===== src/rtl/core/rip_pkg.sv =====
`timescale 1ns / 1ps
// Shared types, constants and helper functions for the radix integer parser.
// Used by rip_front, rip_back and radix_integer_parser_top; depends on nothing.
package rip_pkg;

    // Field widths of the ports
    localparam int unsigned CHAR_W     = 8;
    localparam int unsigned RADIX_W    = 6;
    localparam int unsigned WSEL_W     = 2;
    localparam int unsigned VALUE_W    = 64;
    localparam int unsigned STATUS_W   = 2;
    localparam int unsigned COUNT_W    = 16;
    localparam int unsigned DIGIT_W    = 6;
    localparam int unsigned CFG_IDX_W  = 2;
    localparam int unsigned CFG_DATA_W = 6;
    // Product of the accumulator and the radix, plus one digit
    localparam int unsigned PROD_W     = VALUE_W + RADIX_W;

    // Default saturation point of the consumed count
    localparam logic [31:0] COUNT_LIMIT_DEF = 32'd65535;

    // Configuration register indexes
    localparam logic [CFG_IDX_W-1:0] CFG_RADIX  = 2'd0;
    localparam logic [CFG_IDX_W-1:0] CFG_SIGNED = 2'd1;
    localparam logic [CFG_IDX_W-1:0] CFG_WSEL   = 2'd2;

    // Register values after reset
    localparam logic [RADIX_W-1:0] RADIX_RST  = 6'd10;
    localparam logic               SIGNED_RST = 1'b1;
    localparam logic [WSEL_W-1:0]  WSEL_RST   = 2'd3;

    // Result status codes
    localparam logic [STATUS_W-1:0] ST_OK      = 2'd0;
    localparam logic [STATUS_W-1:0] ST_INVALID = 2'd1;
    localparam logic [STATUS_W-1:0] ST_RANGE   = 2'd2;

    // Type width codes
    localparam logic [WSEL_W-1:0] WSEL_8  = 2'd0;
    localparam logic [WSEL_W-1:0] WSEL_16 = 2'd1;
    localparam logic [WSEL_W-1:0] WSEL_32 = 2'd2;
    localparam logic [WSEL_W-1:0] WSEL_64 = 2'd3;

    // Character codes
    localparam logic [CHAR_W-1:0] CHAR_MINUS = 8'h2D;
    localparam logic [CHAR_W-1:0] CHAR_0     = 8'h30;
    localparam logic [CHAR_W-1:0] CHAR_9     = 8'h39;
    localparam logic [CHAR_W-1:0] CHAR_UA    = 8'h41;
    localparam logic [CHAR_W-1:0] CHAR_UZ    = 8'h5A;
    localparam logic [CHAR_W-1:0] CHAR_LA    = 8'h61;
    localparam logic [CHAR_W-1:0] CHAR_LZ    = 8'h7A;
    localparam logic [CHAR_W-1:0] NOT_DIGIT  = 8'd255;
    localparam logic [CHAR_W-1:0] LETTER_OFS = 8'd10;

    localparam logic [RADIX_W-1:0] RADIX_MIN = 6'd2;
    localparam logic [RADIX_W-1:0] RADIX_MAX = 6'd36;

    // Live configuration
    typedef struct packed {
        logic [RADIX_W-1:0] radix;
        logic               sign_mode;
        logic [WSEL_W-1:0]  width_select;
    } t_cfg;

    // One classified character, as passed from the front to the back
    typedef struct packed {
        logic [DIGIT_W-1:0] digit;
        logic               is_digit;
        logic               is_minus;
        logic               last;
    } t_item;

    // Snapshot of a finished string, waiting to be formatted
    typedef struct packed {
        logic [VALUE_W-1:0] acc;
        logic               minus;
        logic               ovf;
        logic [COUNT_W-1:0] count;
        logic               sign_mode;
        logic [WSEL_W-1:0]  width_select;
    } t_fin;

    // One result item
    typedef struct packed {
        logic [VALUE_W-1:0]  value;
        logic [STATUS_W-1:0] status;
        logic [COUNT_W-1:0]  consumed;
    } t_result;

    // Digit value of a character, or NOT_DIGIT
    function automatic logic [CHAR_W-1:0] digit_of(input logic [CHAR_W-1:0] ch);
        logic [CHAR_W-1:0] d;
        d = NOT_DIGIT;
        if (ch >= CHAR_0 && ch <= CHAR_9) begin
            d = ch - CHAR_0;
        end else if (ch >= CHAR_UA && ch <= CHAR_UZ) begin
            d = ch - CHAR_UA + LETTER_OFS;
        end else if (ch >= CHAR_LA && ch <= CHAR_LZ) begin
            d = ch - CHAR_LA + LETTER_OFS;
        end
        return d;
    endfunction

    // Radix clamped into 2..36
    function automatic logic [RADIX_W-1:0] eff_radix(input logic [RADIX_W-1:0] r);
        logic [RADIX_W-1:0] e;
        e = r;
        if (r < RADIX_MIN) begin
            e = RADIX_MIN;
        end else if (r > RADIX_MAX) begin
            e = RADIX_MAX;
        end
        return e;
    endfunction

    // Largest unsigned value of the selected type
    function automatic logic [VALUE_W-1:0] type_umax(input logic [WSEL_W-1:0] wsel);
        logic [VALUE_W-1:0] m;
        unique case (wsel)
            WSEL_8:  m = 64'h0000_0000_0000_00FF;
            WSEL_16: m = 64'h0000_0000_0000_FFFF;
            WSEL_32: m = 64'h0000_0000_FFFF_FFFF;
            WSEL_64: m = 64'hFFFF_FFFF_FFFF_FFFF;
            default: m = 64'hFFFF_FFFF_FFFF_FFFF;
        endcase
        return m;
    endfunction

endpackage


===== src/rtl/core/rip_front.sv =====
`timescale 1ns / 1ps
// Front end of the radix integer parser: takes characters, classifies them
// and holds them in a two-entry queue for the back end. Depends on rip_pkg.
module rip_front (
    input  logic                         i_clk,
    input  logic                         i_rst_n,
    input  logic                         push,
    output logic                         full,
    input  logic [rip_pkg::CHAR_W-1:0]   i_character,
    input  logic                         i_last,
    input  rip_pkg::t_cfg                i_cfg,
    output logic                         o_item_valid,
    output rip_pkg::t_item               o_item,
    input  logic                         i_item_pop
);
    import rip_pkg::*;

    t_item             w_item;
    logic [CHAR_W-1:0] w_digit;
    logic              w_push_ok;
    logic              w_pop_ok;

    t_item             r_q [2];
    logic              r_wp;
    logic              r_rp;
    logic [1:0]        r_cnt;
    logic [1:0]        n_cnt;

    // Classify the incoming character against the live radix.
    always_comb begin
        w_digit         = digit_of(i_character);
        w_item.digit    = w_digit[DIGIT_W-1:0];
        w_item.is_digit = (w_digit < {2'b00, eff_radix(i_cfg.radix)});
        w_item.is_minus = (i_character == CHAR_MINUS);
        w_item.last     = i_last;
    end

    // Queue handshakes.
    assign full         = (r_cnt == 2'd2);
    assign w_push_ok    = push && !full;
    assign o_item_valid = (r_cnt != 2'd0);
    assign w_pop_ok     = i_item_pop && o_item_valid;
    assign o_item       = r_q[r_rp];

    always_comb begin
        n_cnt = r_cnt;
        if (w_push_ok && !w_pop_ok) begin
            n_cnt = r_cnt + 2'd1;
        end else if (!w_push_ok && w_pop_ok) begin
            n_cnt = r_cnt - 2'd1;
        end
    end

    // Queue storage; the entries carry no reset.
    always_ff @(posedge i_clk) begin
        if (w_push_ok) begin
            r_q[r_wp] <= w_item;
        end
    end

    // Queue pointers and fill level.
    always_ff @(posedge i_clk) begin
        if (!i_rst_n) begin
            r_wp  <= 1'b0;
            r_rp  <= 1'b0;
            r_cnt <= 2'd0;
        end else begin
            if (w_push_ok) begin
                r_wp <= ~r_wp;
            end
            if (w_pop_ok) begin
                r_rp <= ~r_rp;
            end
            r_cnt <= n_cnt;
        end
    end

endmodule


===== src/rtl/core/rip_back.sv =====
`timescale 1ns / 1ps
// Back end of the radix integer parser: per-string accumulator with the
// overflow check, result formatting and the result queue. Depends on rip_pkg.
module rip_back #(
    parameter logic [31:0] COUNT_LIMIT = rip_pkg::COUNT_LIMIT_DEF
) (
    input  logic                           i_clk,
    input  logic                           i_rst_n,
    input  rip_pkg::t_cfg                  i_cfg,
    input  logic                           i_item_valid,
    input  rip_pkg::t_item                 i_item,
    output logic                           o_item_pop,
    output logic                           empty,
    input  logic                           pop,
    output logic [rip_pkg::VALUE_W-1:0]    o_value,
    output logic [rip_pkg::STATUS_W-1:0]   o_status,
    output logic [rip_pkg::COUNT_W-1:0]    o_consumed
);
    import rip_pkg::*;

    localparam logic [COUNT_W-1:0] CountCap =
        (COUNT_LIMIT > 32'd65535) ? 16'hFFFF : COUNT_LIMIT[COUNT_W-1:0];

    // String state
    logic               r_at_start, n_at_start;
    logic               r_minus,    n_minus;
    logic [VALUE_W-1:0] r_acc,      n_acc;
    logic               r_ovf,      n_ovf;
    logic               r_stopped,  n_stopped;
    logic [COUNT_W-1:0] r_count,    n_count;

    // Finished string and result queue
    logic               r_fin_valid;
    t_fin               r_fin;
    t_fin               w_fin;
    t_result            r_oq [2];
    logic               r_owp;
    logic               r_orp;
    logic [1:0]         r_out_cnt;

    logic               w_take;
    logic               w_fin_move;
    logic               w_oq_pop;
    logic               w_sgn;
    logic               w_neg;
    logic [RADIX_W-1:0] w_r;
    logic [VALUE_W-1:0] w_umax;
    logic [VALUE_W-1:0] w_limit;
    logic [PROD_W-1:0]  w_next;
    logic               w_fits;
    logic [COUNT_W-1:0] w_bumped;
    t_result            w_res;

    // Handshakes between the accumulator, the finish stage and the result queue.
    assign w_oq_pop   = pop && !empty;
    assign w_fin_move = r_fin_valid && ((r_out_cnt != 2'd2) || w_oq_pop);
    assign w_take     = i_item_valid && !(i_item.last && r_fin_valid && !w_fin_move);
    assign o_item_pop = w_take;

    // One multiply-add step and its check against the type limit.
    always_comb begin
        w_sgn    = i_cfg.sign_mode;
        w_neg    = w_sgn && r_minus;
        w_r      = eff_radix(i_cfg.radix);
        w_umax   = type_umax(i_cfg.width_select);
        if (!w_sgn) begin
            w_limit = w_umax;
        end else if (w_neg) begin
            w_limit = (w_umax >> 1) + 64'd1;
        end else begin
            w_limit = w_umax >> 1;
        end
        w_next   = PROD_W'(r_acc) * PROD_W'(w_r) + PROD_W'(i_item.digit);
        w_fits   = (w_next <= PROD_W'(w_limit));
        w_bumped = (r_count < CountCap) ? (r_count + 16'd1) : r_count;
    end

    // Next string state, and the snapshot taken at the last character.
    always_comb begin
        n_at_start = r_at_start;
        n_minus    = r_minus;
        n_acc      = r_acc;
        n_ovf      = r_ovf;
        n_stopped  = r_stopped;
        n_count    = r_count;
        if (w_take && !r_stopped) begin
            if (r_at_start && w_sgn && i_item.is_minus) begin
                n_minus = 1'b1;
                n_count = w_bumped;
            end else if (!i_item.is_digit) begin
                n_stopped = 1'b1;
            end else begin
                if (w_fits) begin
                    n_acc = w_next[VALUE_W-1:0];
                end else begin
                    n_ovf = 1'b1;
                end
                n_count = w_bumped;
            end
            n_at_start = 1'b0;
        end
        w_fin.acc          = n_acc;
        w_fin.minus        = n_minus;
        w_fin.ovf          = n_ovf;
        w_fin.count        = n_count;
        w_fin.sign_mode    = w_sgn;
        w_fin.width_select = i_cfg.width_select;
        // The last character ends the string and starts a new one.
        if (w_take && i_item.last) begin
            n_at_start = 1'b1;
            n_minus    = 1'b0;
            n_acc      = '0;
            n_ovf      = 1'b0;
            n_stopped  = 1'b0;
            n_count    = '0;
        end
    end

    always_ff @(posedge i_clk) begin
        if (!i_rst_n) begin
            r_at_start <= 1'b1;
            r_minus    <= 1'b0;
            r_acc      <= '0;
            r_ovf      <= 1'b0;
            r_stopped  <= 1'b0;
            r_count    <= '0;
        end else begin
            r_at_start <= n_at_start;
            r_minus    <= n_minus;
            r_acc      <= n_acc;
            r_ovf      <= n_ovf;
            r_stopped  <= n_stopped;
            r_count    <= n_count;
        end
    end

    // Finish stage: holds one completed string until the result queue has room.
    always_ff @(posedge i_clk) begin
        if (w_take && i_item.last) begin
            r_fin <= w_fin;
        end
    end

    always_ff @(posedge i_clk) begin
        if (!i_rst_n) begin
            r_fin_valid <= 1'b0;
        end else if (w_take && i_item.last) begin
            r_fin_valid <= 1'b1;
        end else if (w_fin_move) begin
            r_fin_valid <= 1'b0;
        end
    end

    // Format the finished string: negate, sign-extend, or report an error.
    always_comb begin
        logic [VALUE_W-1:0] fumax;
        logic [VALUE_W-1:0] v;
        logic               sbit;
        fumax = type_umax(r_fin.width_select);
        v     = r_fin.acc & fumax;
        if (r_fin.sign_mode && r_fin.minus) begin
            v = (64'd0 - v) & fumax;
        end
        unique case (r_fin.width_select)
            WSEL_8:  sbit = v[7];
            WSEL_16: sbit = v[15];
            WSEL_32: sbit = v[31];
            default: sbit = 1'b0;
        endcase
        if (r_fin.sign_mode && sbit) begin
            v = v | ~fumax;
        end
        if (r_fin.count == {{(COUNT_W-1){1'b0}}, r_fin.minus}) begin
            w_res.value    = '0;
            w_res.status   = ST_INVALID;
            w_res.consumed = '0;
        end else if (r_fin.ovf) begin
            w_res.value    = '0;
            w_res.status   = ST_RANGE;
            w_res.consumed = r_fin.count;
        end else begin
            w_res.value    = v;
            w_res.status   = ST_OK;
            w_res.consumed = r_fin.count;
        end
    end

    // Result queue of two entries, so that a waiting result does not block the
    // next string.
    always_ff @(posedge i_clk) begin
        if (w_fin_move) begin
            r_oq[r_owp] <= w_res;
        end
    end

    always_ff @(posedge i_clk) begin
        if (!i_rst_n) begin
            r_owp     <= 1'b0;
            r_orp     <= 1'b0;
            r_out_cnt <= 2'd0;
        end else begin
            if (w_fin_move) begin
                r_owp <= ~r_owp;
            end
            if (w_oq_pop) begin
                r_orp <= ~r_orp;
            end
            if (w_fin_move && !w_oq_pop) begin
                r_out_cnt <= r_out_cnt + 2'd1;
            end else if (!w_fin_move && w_oq_pop) begin
                r_out_cnt <= r_out_cnt - 2'd1;
            end
        end
    end

    assign empty      = (r_out_cnt == 2'd0);
    assign o_value    = r_oq[r_orp].value;
    assign o_status   = r_oq[r_orp].status;
    assign o_consumed = r_oq[r_orp].consumed;

    // The result queue never holds more than its two entries.
    a_oq_bound: assert property (@(posedge i_clk) disable iff (!i_rst_n)
        r_out_cnt != 2'd3)
        else $error("result queue overfilled");

    // A finished string that cannot move on is held unchanged.
    a_fin_hold: assert property (@(posedge i_clk) disable iff (!i_rst_n)
        (r_fin_valid && !w_fin_move) |=> (r_fin_valid && $stable(r_fin)))
        else $error("finished string lost while stalled");

    // An invalid result reports neither a value nor a count.
    a_invalid_zero: assert property (@(posedge i_clk) disable iff (!i_rst_n)
        (!empty && o_status == ST_INVALID) |-> (o_value == '0 && o_consumed == '0))
        else $error("invalid result carries a value or count");

    // An out-of-range result reports a zero value.
    a_range_zero: assert property (@(posedge i_clk) disable iff (!i_rst_n)
        (!empty && o_status == ST_RANGE) |-> (o_value == '0))
        else $error("out-of-range result carries a value");

endmodule


===== src/rtl/core/radix_integer_parser_top.sv =====
`timescale 1ns / 1ps
// Top level of the radix integer parser: configuration registers and the
// front and back ends. Depends on rip_pkg, rip_front and rip_back.
//
// The parser takes one character per clock cycle through the push/full
// queue interface and gives one result per string, at the character marked
// last, through the empty/pop interface. Characters flow at one per cycle
// without gaps while results are taken; a result becomes visible once its
// last character has passed the front queue, the finish stage and the result
// queue, all three registered. The accumulator does one 64-by-6-bit
// multiply-add and limit compare per character. Up to three results may wait
// (two in the result queue, one in the finish stage); a further last character
// then stalls in the back end, and the input fills once the two-entry front
// queue behind it is occupied. Configuration writes are always accepted and
// should be made only while no character or result is in flight; they then
// apply from the next character.
module radix_integer_parser_top #(
    parameter logic [31:0] COUNT_LIMIT = rip_pkg::COUNT_LIMIT_DEF
) (
    input  logic                           i_clk,
    input  logic                           i_rst_n,
    input  logic                           push,
    output logic                           full,
    input  logic [rip_pkg::CHAR_W-1:0]     i_character,
    input  logic                           i_last,
    output logic                           empty,
    input  logic                           pop,
    output logic [rip_pkg::VALUE_W-1:0]    o_value,
    output logic [rip_pkg::STATUS_W-1:0]   o_status,
    output logic [rip_pkg::COUNT_W-1:0]    o_consumed,
    input  logic                           i_cfg_valid,
    output logic                           o_cfg_ready,
    input  logic [rip_pkg::CFG_IDX_W-1:0]  i_cfg_index,
    input  logic [rip_pkg::CFG_DATA_W-1:0] i_cfg_data
);
    import rip_pkg::*;

    t_cfg  r_cfg;
    t_item w_item;
    logic  w_item_valid;
    logic  w_item_pop;

    // Configuration writes are taken in every cycle.
    assign o_cfg_ready = 1'b1;

    always_ff @(posedge i_clk) begin
        if (!i_rst_n) begin
            r_cfg.radix        <= RADIX_RST;
            r_cfg.sign_mode    <= SIGNED_RST;
            r_cfg.width_select <= WSEL_RST;
        end else if (i_cfg_valid && o_cfg_ready) begin
            unique case (i_cfg_index)
                CFG_RADIX:  r_cfg.radix        <= i_cfg_data[RADIX_W-1:0];
                CFG_SIGNED: r_cfg.sign_mode    <= i_cfg_data[0];
                CFG_WSEL:   r_cfg.width_select <= i_cfg_data[WSEL_W-1:0];
                default: begin
                end
            endcase
        end
    end

    rip_front u_front (
        .i_clk        (i_clk),
        .i_rst_n      (i_rst_n),
        .push         (push),
        .full         (full),
        .i_character  (i_character),
        .i_last       (i_last),
        .i_cfg        (r_cfg),
        .o_item_valid (w_item_valid),
        .o_item       (w_item),
        .i_item_pop   (w_item_pop)
    );

    rip_back #(
        .COUNT_LIMIT (COUNT_LIMIT)
    ) u_back (
        .i_clk        (i_clk),
        .i_rst_n      (i_rst_n),
        .i_cfg        (r_cfg),
        .i_item_valid (w_item_valid),
        .i_item       (w_item),
        .o_item_pop   (w_item_pop),
        .empty        (empty),
        .pop          (pop),
        .o_value      (o_value),
        .o_status     (o_status),
        .o_consumed   (o_consumed)
    );

endmodule

===== config.mk =====
export PLATFORM = sky130hd
export DESIGN_NAME = radix_integer_parser_top
export DESIGN_NICKNAME = d
export VERILOG_FILES = /design/src/rtl/core/rip_pkg.sv /design/src/rtl/core/rip_front.sv /design/src/rtl/core/rip_back.sv /design/src/rtl/core/radix_integer_parser_top.sv
export SDC_FILE = /design/constraint.sdc
export NUM_CORES = 2
export LEC_CHECK = 0
export BUFFER_PORTS_ARGS = -buffer_cell sky130_fd_sc_hd__buf_4
export CORE_MARGIN = 2
export CORE_UTILIZATION = 35
export CTS_BUF_LIST = sky130_fd_sc_hd__clkbuf_8
export CTS_CLUSTER_SIZE = 12
export DETAILED_ROUTE_END_ITERATION = 10
export SYNTH_ARGS = -nofsm -noshare
export SYNTH_HDL_FRONTEND = slang
export SYNTH_SLANG_ARGS = --single-unit

===== constraint.sdc =====
create_clock -name i_clk -period 23.9 [get_ports i_clk]
set_clock_uncertainty 0.15 [all_clocks]
set_input_delay 4.78 -clock i_clk [delete_from_list [all_inputs] [get_ports i_clk]]
set_output_delay 4.78 -clock i_clk [all_outputs]
set_load 0.005 [all_outputs]

==> impl_metrics.csv <==
group,metric,value,unit
critical_path,cp_slowest_cell,"buf_4",
placement,gp_congestion,0.897,
synthesis,synth_seq_area_share,31.4,%
floorplanning,fp.dieH,307,um
timing,setup_violations,0,
placement,port_buffers,105,
status,outcome,"finished, final reports clean",
detailed_routing,vias_per_cell,5.11,
timing,fin_crit_sh,47.9,%
placement,place_inst,4372,
pwr,power_leakage,15.2,nW
pwr,p_comb_share,32.8,%
synthesis,avgSynthCellArea,9.98,um^2
synthesis,yosys_warnings,0,
pwr,power_density,61.4,nW/um^2
clock_network,cts.sinks,371,
floorplanning,rows,111,
timing,rsz0062_at_grt,"false",
clock_network,cts-root-buf,"clkbuf_8",
detailed_routing,drcViolationCount,0,
detailed_routing,wl_per_cell,17.3,um
timing,slew-limit-headroom,15.5,%
critical_path,arrival,11.71,ns
hold_path,worstHoldPathType,"reg2reg",
final_layout,area_growth_syn_to_layout,9.03,%
critical_path,ff2ff_path_depth,32,
detailed_routing,drt_iter0_drc,1408,
final_layout,fin_cells,4485,
final_layout,fillers,9122,
clock_network,ctsHoldBuffers,0,
global_route,track_usage,16.7,%
placement,hpwl,60.2,mm
global_route,antenna_found_initial,1,
critical_path,required,24.16,ns
hold_path,whs_path_depth,0,
global_route,grt_pass1_wl,126,mm
clock_network,clk_pin_slew,0.06,ns
pwr,ir_drop,0.0342,mV
critical_path,critical_path_class,"reg2reg",
global_route,grt_overflow,0,
synthesis,synth-edff-count,267,
detailed_routing,drtPass1Iterations,6,
detailed_routing,antenna_left,0,
pwr,p_int,1.40,mW
timing,period_needed,11.46,ns
final_layout,layout-drive-gt1-share,12.3,%
timing,fin_ws,12.44,ns
pwr,p_total,2.15,mW
synthesis,syn_inst,3223,
detailed_routing,vias,22939,
run,drv_cap,0,
pwr,swShare,34.8,%
timing,worst_slew_pin_slew,1.26,ns
critical_path,crit_path_end_kind,"flop",
clock_network,cts_buffers,60,
pwr,power.clock.fraction,25.3,%
clock_network,post_cts_buffers,0,
floorplanning,die-area,94300,um^2
critical_path,path_max_fanout,71,
final_layout,seqCellArea,10100,um^2
floorplanning,start_util,35.2,%
global_route,grt_max_degree,85,
clock_network,clock_latency,0.69,ns
placement,dp_slack,12.59,ns
synthesis,synth_ff_type,"edfxtp_1",
critical_path,slowest_delay,0.78,ns
pwr,power_switching,0.748,mW
clock_network,cts_resized,0,
timing,report.final.slew_viol_count,0,
detailed_routing,drt-total-wl,77.7,mm
final_layout,layout.nets,3750,
clock_network,cts_tree,"yes",
pwr,power_frac_seq,41.9,%
floorplanning,die_x,307,um
synthesis,synth.cell_area,32200,um^2
timing,max_freq,0.0873,GHz
critical_path,cp-start-kind,"flop",
clock_network,ctsHtreeMaxLevel,2,
final_layout,multi_input_area,20400,um^2
floorplanning,io_pins,107,
synthesis,synth_fp_nets,3725,
synthesis,async_flop_share,0,%
floorplanning,coreArea,91400,um^2
timing,finalSetupTns,0,ns
timing,holdWs,0.322,ns
synthesis,synth_cell_type_count,85,
global_route,grt_pass1_vias,23284,
timing,hold_viol_final,0,
clock_network,clk_path_buf_depth,3,
synthesis,synth_seq_cells,371,
-- synth_stat cells (all sizes together), types with 11 or more instances --
cell | count | area share [%]
o22ai | 12 | 0.23
fa | 252 | 16
a211oi | 15 | 0.37
and2 | 272 | 5.3
o21ai | 96 | 1.5
a21o | 30 | 0.70
buf | 31 | 0.91
a21oi | 190 | 3.0
nor3 | 38 | 0.63
o21a | 22 | 0.51
nand2 | 433 | 5.1
nor4 | 21 | 0.41
nor2 | 144 | 1.7
o31ai | 22 | 0.51
nand2b | 12 | 0.23
nand4 | 42 | 0.82
clkbuf | 134 | 1.6
o21bai | 15 | 0.35
mux2 | 154 | 6.1
xor2 | 61 | 1.7
edfxtp | 267 | 25
dfxtp | 104 | 6.5
a31oi | 12 | 0.23
nand3 | 36 | 0.56
o211ai | 15 | 0.35
or3 | 19 | 0.39
inv | 245 | 2.9
or2 | 12 | 0.23
ha | 228 | 8.9
and3 | 11 | 0.21
mux2i | 81 | 2.5
xnor2 | 74 | 2.0
nor2b | 21 | 0.41
-- state kept, by name, summed over array words and instances (netlist names), named ones only --
signal,count
u_front.r_rp,1
u_back.r_ovf,1
u_back.r_stopped,1
u_back.r_at_start,1
u_back.r_count,16
u_back.r_oq,164
u_back.r_orp,1
u_back.r_out_cnt,2
u_front.r_cnt,2
r_cfg,9
u_back.r_acc,64
u_back.r_owp,1
u_back.r_fin,85
u_front.r_wp,1
u_back.r_minus,1
u_back.r_fin_valid,1
u_front.r_q,18
-- cell families after synthesis --
group                    Yosys count  synth area share [%]
other                              1                0.0117
AO/OA/AOI/OAI                    501                  9.78
XOR/XNOR                         135                  3.68
adder cells (fa/ha/maj)          480                  24.6
buffers and inverters            410                  5.33
multiplexers                     235                  8.58
flip-flops                       371                  31.4
AND/OR/NAND/NOR                 1090                  16.7
-- power groups by stage --
stage          combinational (mW)  clock, mW  sequential, mW
5_1_grt                     0.782      0.592           0.912
3_5_place_dp                0.708          0           0.914
4_1_cts                     0.713      0.564           0.901
2_1_floorplan               0.522          0           0.881
6_report                    0.705      0.545           0.902
3_3_place_gp                0.702          0           0.913
-- worst max-delay path: cells and delay by family (launching register included) --
kind                       cells  cell delay, ns
muxes                          1            0.35
buffers and inverters          5            2.04
DFF                            1            0.32
adders and majority gates      6            2.37
and+or+nand+nor               11            3.67
xor gates and xnor gates       1            0.33
AOI/OAI and AO/OA              8            1.79
-- stage by stage --
| step | area, um^2 | util (%) |
|---|---|---|
| 2_1_floorplan | 32200 | - |
| 3_3_place_gp | 33900 | 37.1 |
| 3_5_place_dp | 33900 | 37.1 |
| 4_1_cts | 35100 | 38.4 |
| 5_1_grt | 35100 | 38.4 |
| 6_report | 35100 | 38.4 |
-- cell usage in the layout (no fill, tap or decap), drive strengths merged, types with 6 or more instances in the layout --
cell type and count:
a211oi 15, mux2 154, o211ai 15, inv 263, a31oi 12, o22ai 12, and2 272, or2 12
a211o 7, and3 11, a21boi 9, fa 252, nand2 433, nor2b 21, edfxtp 267, mux2i 81
or3 19, a21o 30, ha 228, xnor2 74, a21oi 190, o21a 22, nand4 42, xor2 61
nor3 38, buf 128, o2111ai 6, nor4 21, or4 8, nand2b 12, clkinv 22, clkbuf 68
nand3 36, o31ai 22, dfxtp 104, nor2 144, o21bai 15, o21ai 96
-- area by class of cell --
cell class	instances	share of cell area, %
repair buffers	128	2.74
diodes	1	0.00714
well taps	1186	4.23
inverters	245	2.62
clock buffers	68	2.67
clock inverters	44	0.735
multi-input cells	2442	58.2
flip-flops and latches	371	28.8
-- path summary, 6_finish.rpt --
path	startpoint	end	slack [ns]
hold / removal	u_back.r_fin[7]$_DFFE_PP_	u_back.r_oq[0][4]$_DFFE_PP_	0.32
setup / recovery	r_cfg[8]$_SDFFE_PN0P_	u_back.r_fin[61]$_DFFE_PP_	12.44
setup reg to reg	r_cfg[8]$_SDFFE_PN0P_	u_back.r_fin[61]$_DFFE_PP_	12.44
hold reg to reg	u_back.r_fin[7]$_DFFE_PP_	u_back.r_oq[0][4]$_DFFE_PP_	0.32
-- routing by layer --
| layer | part of all wire [%] | up-vias | GRT usage [%] |
|---|---|---|---|
| li1 | - | 11133 | - |
| met1 | 46 | 11245 | 22.7 |
| met2 | 47 | 453 | 27.6 |
| met3 | 4.6 | 108 | 2.35 |
| met4 | 2.3 | 0 | 4.62 |
| met5 | 0 | - | 0 |
Note: power is estimated with default switching activity, not from simulation.
